$ cat config.mk
export PLATFORM = sky130hd
export DESIGN_NAME = ixl_cell
export DESIGN_NICKNAME = d
export VERILOG_FILES = /design/src/sv/ixl_pkg.sv /design/src/sv/ixl_cell.sv
export SDC_FILE = /design/constraint.sdc
export NUM_CORES = 1
export LEC_CHECK = 0
export BUFFER_PORTS_ARGS = -buffer_cell sky130_fd_sc_hd__buf_4
export CAP_MARGIN = 15
export CORE_AREA = 4 4 82 84
export CTS_CLUSTER_SIZE = 10
export DETAILED_ROUTE_END_ITERATION = 6
export DIE_AREA = 0 0 86 88
export GPL_TIMING_DRIVEN = 1
export PLACE_DENSITY_LB_ADDON = 0.25
export SETUP_SLACK_MARGIN = 0.3
export SLEW_MARGIN = 30
export SYNTH_ARGS = -nofsm -noshare
export SYNTH_HDL_FRONTEND = slang
export SYNTH_SLANG_ARGS = --single-unit
$ cat constraint.sdc
create_clock -name clk -period 6.5 [get_ports clk]
set_input_delay 0.325 -clock clk [delete_from_list [all_inputs] [get_ports clk]]
set_output_delay 0.325 -clock clk [all_outputs]
set_load 0.01 [all_outputs]
$ cat src/sv/ixl_pkg.sv
// ----------------------------------------------------------------------------
// ixl_pkg: shared types and constants of the indexed insert/delete list
// Array geometry, operation and status codes, controller states and the
// control bundle that the controller sends to every storage cell.
// ----------------------------------------------------------------------------
package ixl_pkg;

  localparam int DEPTH      = 64;
  localparam int DATA_WIDTH = 32;
  localparam int IDX_W      = $clog2(DEPTH);
  localparam int CNT_W      = $clog2(DEPTH + 1);
  localparam int GRP        = 8;
  localparam int NGRP       = (DEPTH + GRP - 1) / GRP;

  // Field widths of the channels
  localparam int OP_W   = 2;
  localparam int POS_W  = 6;
  localparam int VAL_W  = 32;
  localparam int STAT_W = 2;
  localparam int RD_W   = 32;
  localparam int OCNT_W = 7;

  typedef enum logic [OP_W-1:0] {
    OP_INSERT = 2'd0,
    OP_REMOVE = 2'd1,
    OP_READ   = 2'd2
  } op_t;

  typedef enum logic [STAT_W-1:0] {
    STAT_OK    = 2'd0,
    STAT_RANGE = 2'd1,
    STAT_FULL  = 2'd2
  } stat_t;

  typedef enum logic [1:0] {
    ST_IDLE,
    ST_EXEC,
    ST_FIN
  } state_t;

  // Control bundle broadcast to the cell row
  typedef struct packed {
    logic                  ins;
    logic                  del;
    logic [IDX_W-1:0]      pos;
    logic [DATA_WIDTH-1:0] val;
  } cell_ctl_t;

endpackage

$ cat src/sv/ixl_cell.sv
// ----------------------------------------------------------------------------
// ixl_cell: one slot of the ordered array
// Holds one entry; on insert takes the lower neighbor's entry or the new
// value, on remove takes the upper neighbor's entry. Drives its entry onto
// the read lines when its slot is the addressed one.
// ----------------------------------------------------------------------------
module ixl_cell (
  input  logic                               clk,
  input  ixl_pkg::cell_ctl_t                 ctl,
  input  logic [ixl_pkg::IDX_W-1:0]          idx,
  input  logic [ixl_pkg::DATA_WIDTH-1:0]     below_data,
  input  logic [ixl_pkg::DATA_WIDTH-1:0]     above_data,
  output logic [ixl_pkg::DATA_WIDTH-1:0]     data,
  output logic [ixl_pkg::DATA_WIDTH-1:0]     rd_data
);

  logic [ixl_pkg::DATA_WIDTH-1:0] data_r;
  logic [ixl_pkg::DATA_WIDTH-1:0] data_nxt;

  always_comb begin
    data_nxt = data_r;
    if (ctl.ins) begin
      if (idx > ctl.pos) begin
        data_nxt = below_data;
      end else if (idx == ctl.pos) begin
        data_nxt = ctl.val;
      end
    end else if (ctl.del) begin
      if (idx >= ctl.pos) begin
        data_nxt = above_data;
      end
    end
  end

  always_ff @(posedge clk) begin
    data_r <= data_nxt;
  end

  assign data    = data_r;
  assign rd_data = (idx == ctl.pos) ? data_r : '0;

endmodule

[Word level (Yosys, flattened, before mapping)]
Index checks and enable logic that the tools add are counted.
Storage, ports and cells
  input port bits: 111
  output and inout bits: 64
  latch bits: 0
  memories: 0
  word-level logic and storage cells: 14
  ROM bits: 0
  RAM bits: 0
  register bits: 32
Operators by class
  bitwise logic cells: 0
  shift-type cells: 0
  order comparisons: 2
  muxes and demuxes: 6
  multipliers: 0
  div/mod/pow operators: 0
  reductions and logical operators: 3
  $add $sub $neg: 0
  eq/ne operators: 2
Operators by type and width (count)
  two-way mux 32 bit: 6
  equality test 6 bit: 1
  greater-or-equal comparator 6 bit: 1
  greater-than comparator 6 bit: 1
  nonzero test 2 bit: 2
  inequality test 3 x 1 -> 1 bit (second input constant): 1
  AND reduction 3 bit: 1

[Logic depth before layout (Yosys ltp)]
  depth after elaboration: 4
  mapped depth: 8
  depth with buffers taken out: 6

[Worst setup path before layout]
No wires, ideal clock.
  path type: input to register
  start point: input port ctl[37] (netlist bit)
  end point: register data_r, in the netlist data[0], enable pin
  arrival time: 2217 ps
  buffers on the path: 3
  stages: 8
  setup slack: 3892 ps
  path through: inv_1 -> ha_1 -> and4_4 -> and3_4 -> buf_6 -> buf_6 -> buf_2 -> o22a_1
Between the ends
  word-level cells in the longest chain between the ends: 3
Ends and longest elaborated chain
  start: declaration: line ixl_cell.sv:9  | input ixl_pkg::cell_ctl_t ctl,
  greater-than comparator 6 bit (tied with other cells): line ixl_cell.sv:23  | if (idx > ctl.pos) begin
  inequality test 3 x 1 -> 1 bit (no line) / nonzero test 2 bit (equally long branches)
  AND reduction 3 bit (no line) (*)
  end signal: assignment: line ixl_cell.sv:36  | data_r <= data_nxt;
  end: declaration: line ixl_cell.sv:17  | logic [ixl_pkg::DATA_WIDTH-1:0] data_r;
Mark *: on every way between the ends. The rest lies on a longest branch, timed or not.
A chain may end at the register's enable or synchronous reset.

[Worst setup path in the final report]
  start point: input port ctl[37] (netlist bit)
  end point: register data_r, in the netlist data[5], enable pin
Same word-level chain as after synthesis.

==> run_results.csv <==
group,metric,value,unit
run_status,outcome,"complete, no violations",
grt,busiest_layer,"met2",
yosys,ys_seq_area_share,35.4,%
grt,met2_usage,38.2,%
yosys,yosysWarnings,0,
route,drt_iter0_drc,204,
floorplanning,fp.dieW,86,um
grt,grt_usage,21.2,%
yosys,syn_avg_cell_area,8.65,um^2
sta,fin_crit_sh,44.9,%
power_and_ir_drop,powerDensity,174,nW/um^2
placed_design,dp.cells,531,
worst_setup_path,endpoint_kind,"flop",
yosys,netlist_area,2720,um^2
worst_setup_path,crit_type,"in2reg",
cells_and_area,layout-drive-gt1-share,40.7,%
clocking,numClockSinks,32,
sta,maxSlewHeadroom,36.7,%
route,vias,2988,
floorplanning,ios,175,
power_and_ir_drop,p_int,509,uW
cells_and_area,largest_register_ffs,32,
yosys,ys_seq_elements,32,
worst_hold_path,hold_path_class,"in2reg",
grt,grt_pass1_vias,2697,
placed_design,pre_cts_slack,3.26,ns
worst_setup_path,slowest_delay,0.78,ns
route,drc,0,
route,postRouteWirelength,8740,um
sta,finalSetupViolCount,0,
worst_setup_path,required,6.47,ns
cells_and_area,finalInstanceArea,4090,um^2
worst_setup_path,endpoint,"data[5]",
worst_setup_path,cp_common_cell,"buf_4",
grt,grt_first_pass_wirelength,12800,um
cells_and_area,multiInputGateArea,1560,um^2
cells_and_area,layout.cells.most_common_list,"178 x buf_4, 64 x nand2_1, 33 x nor2b_1",
cells_and_area,final-seq-area,961,um^2
worst_setup_path,start_kind,"primary input",
sta,min_period,2.92,ns
clocking,cts-root-buf,"clkbuf_8",
sta,rsz0062_at_grt,"false",
sta,worst_slack,3.58,ns
route,wl_per_cell,16.2,um
grt,overflow,0,
clocking,clk_pin_slew,0.07,ns
placed_design,gp_congestion,0.749,
clocking,post_cts_resized,0,
cells_and_area,final_cells,539,
cells_and_area,final_common_cell,"buf_4",
floorplanning,initial_core_util,45.9,%
sta,tightest_slew,0.948,ns
clocking,cts_setup_buffers,0,
worst_setup_path,critPathLaunch,"ctl[37]",
grt,use_met1,25.6,%
sta,tns,0,ns
placed_design,placed_area,3980,um^2
floorplanning,die_area,7570,um^2
worst_setup_path,critPathMaxFanout,97,
route,via_per_inst,5.54,
worst_hold_path,holdPathStages,3,
clocking,cts_max_path_buffers,2,
sta,hold_violations,0,
power_and_ir_drop,power_frac_comb,33.0,%
placed_design,portBuffers,174,
floorplanning,die_h,88,um
yosys,netlist.area_leader.share,35.4,%
worst_setup_path,critical_path.cell_chain,"buf_4, inv_1, ha_1, and4_4, and3_4, o22a_1, buf_4",
power_and_ir_drop,clkPwrFrac,25.9,%
grt,met3_usage,4.42,%
sta,slew_violations,0,
floorplanning,coreArea,5920,um^2
job,drv_cap,0,
yosys,yosysTopAreaCell,"edfxtp_1",
worst_setup_path,cpMaxStageDelayCell,"and3_4",
yosys,synth_cells,314,
cells_and_area,fillCellCount,504,
power_and_ir_drop,p_leak,0.00177,uW
yosys,yosys.cell_types.count,20,
floorplanning,row_count,28,
route,dr.pass1.iters,4,
power_and_ir_drop,p_switching,203,uW
grt,antenna_found_initial,0,
clocking,cts_tree,"built",
yosys,syn_nets,431,
clocking,cts_hold_buf,0,
power_and_ir_drop,p_sw_share,28.5,%
yosys,synthTopCellsByArea,"edfxtp_1 35%, a311o_1 12%, nand2_1 8.8%",
cells_and_area,diodes,0,
cells_and_area,area_growth_syn_to_layout,50.5,%
power_and_ir_drop,p_seq_share,41.1,%
placed_design,dp_hpwl,6050,um
cells_and_area,nets,580,
grt,grt_max_degree,129,
sta,max_freq,0.343,GHz
route,postRouteAntennaNets,0,
power_and_ir_drop,peakVddDrop,0.102,mV
clocking,ctsHtreeMaxLevel,2,
clocking,cts_buffers,5,
worst_setup_path,worstPathArrival,2.89,ns
power by group through the flow:
stage / Combinational (uW) / Sequential (uW) / Clock, uW
2_1_floorplan: 91.6 / 308 / 0
3_3_place_gp: 231 / 296 / 0
3_5_place_dp: 237 / 297 / 0
4_1_cts: 237 / 293 / 186
5_1_grt: 255 / 297 / 194
6_report: 235 / 293 / 184
through the flow:
step | utilization [%] | total power [uW] | hold WS [ns]
detailed placement | 67.2 | 533 | 0.675
global placement | 67.2 | 527 | 0.669
global route | 69.0 | 746 | 0.400
floorplan | - | 400 | 0.571
CTS | 69.0 | 716 | 0.386
finish | 69.0 | 713 | 0.387
logic make-up (layout without fill, tap and decap cells):
group,count (synthesis),in the layout,share of synthesized area (%)
fa+ha+maj,6,6,2.76
compound gates,100,100,29.1
flops,32,32,35.4
simple gates,133,133,25.0
buf+inv,43,193,7.74
final cells by class:
class	count	area share, %
Sequential cell	32	23.5
Clock inverter	3	0.918
Multi-Input combinational cell	239	38.1
Clock buffer	5	1.68
Tap cell	75	2.30
Timing Repair Buffer	179	33.0
Inverter	6	0.551
worst min-delay path by stage:
stage               slack [ns]    start       end
finish                    0.39  ctl[12]  data[12]
floorplan                 0.57   ctl[0]   data[0]
detailed placement        0.68  ctl[17]  data[17]
CTS                       0.39  ctl[17]  data[17]
global route              0.40   ctl[2]   data[2]
global placement          0.67  ctl[11]  data[11]
Yosys cell counts, drive strengths merged:
library cell   n
a21o           1
o21ai          1
a21oi          1
o22a           1
nand3          2
nand2         64
ha             6
a31oi         32
buf           12
and4           1
edfxtp        32
clkbuf        25
a311o         32
nor2b         33
inv            6
o211ai        32
and3           1
and2          32
layer usage:
metal / vias to the layer above / part of all wire, % / wire length [um]
met5: - / 0 / 0
met4: 0 / 1.3 / 116
met3: 11 / 9.0 / 788
met2: 146 / 53 / 4590
met1: 1358 / 37 / 3240
li1: 1473 / - / -
critical path, delay by kind of cell:
family	cells	cell delay, ns
AOI/OAI and AO/OA	1	0.64
adders and majority gates	1	0.36
and+or+nand+nor	2	1.04
buffers and inverters	3	0.49
(Power assumes the default switching activity.)
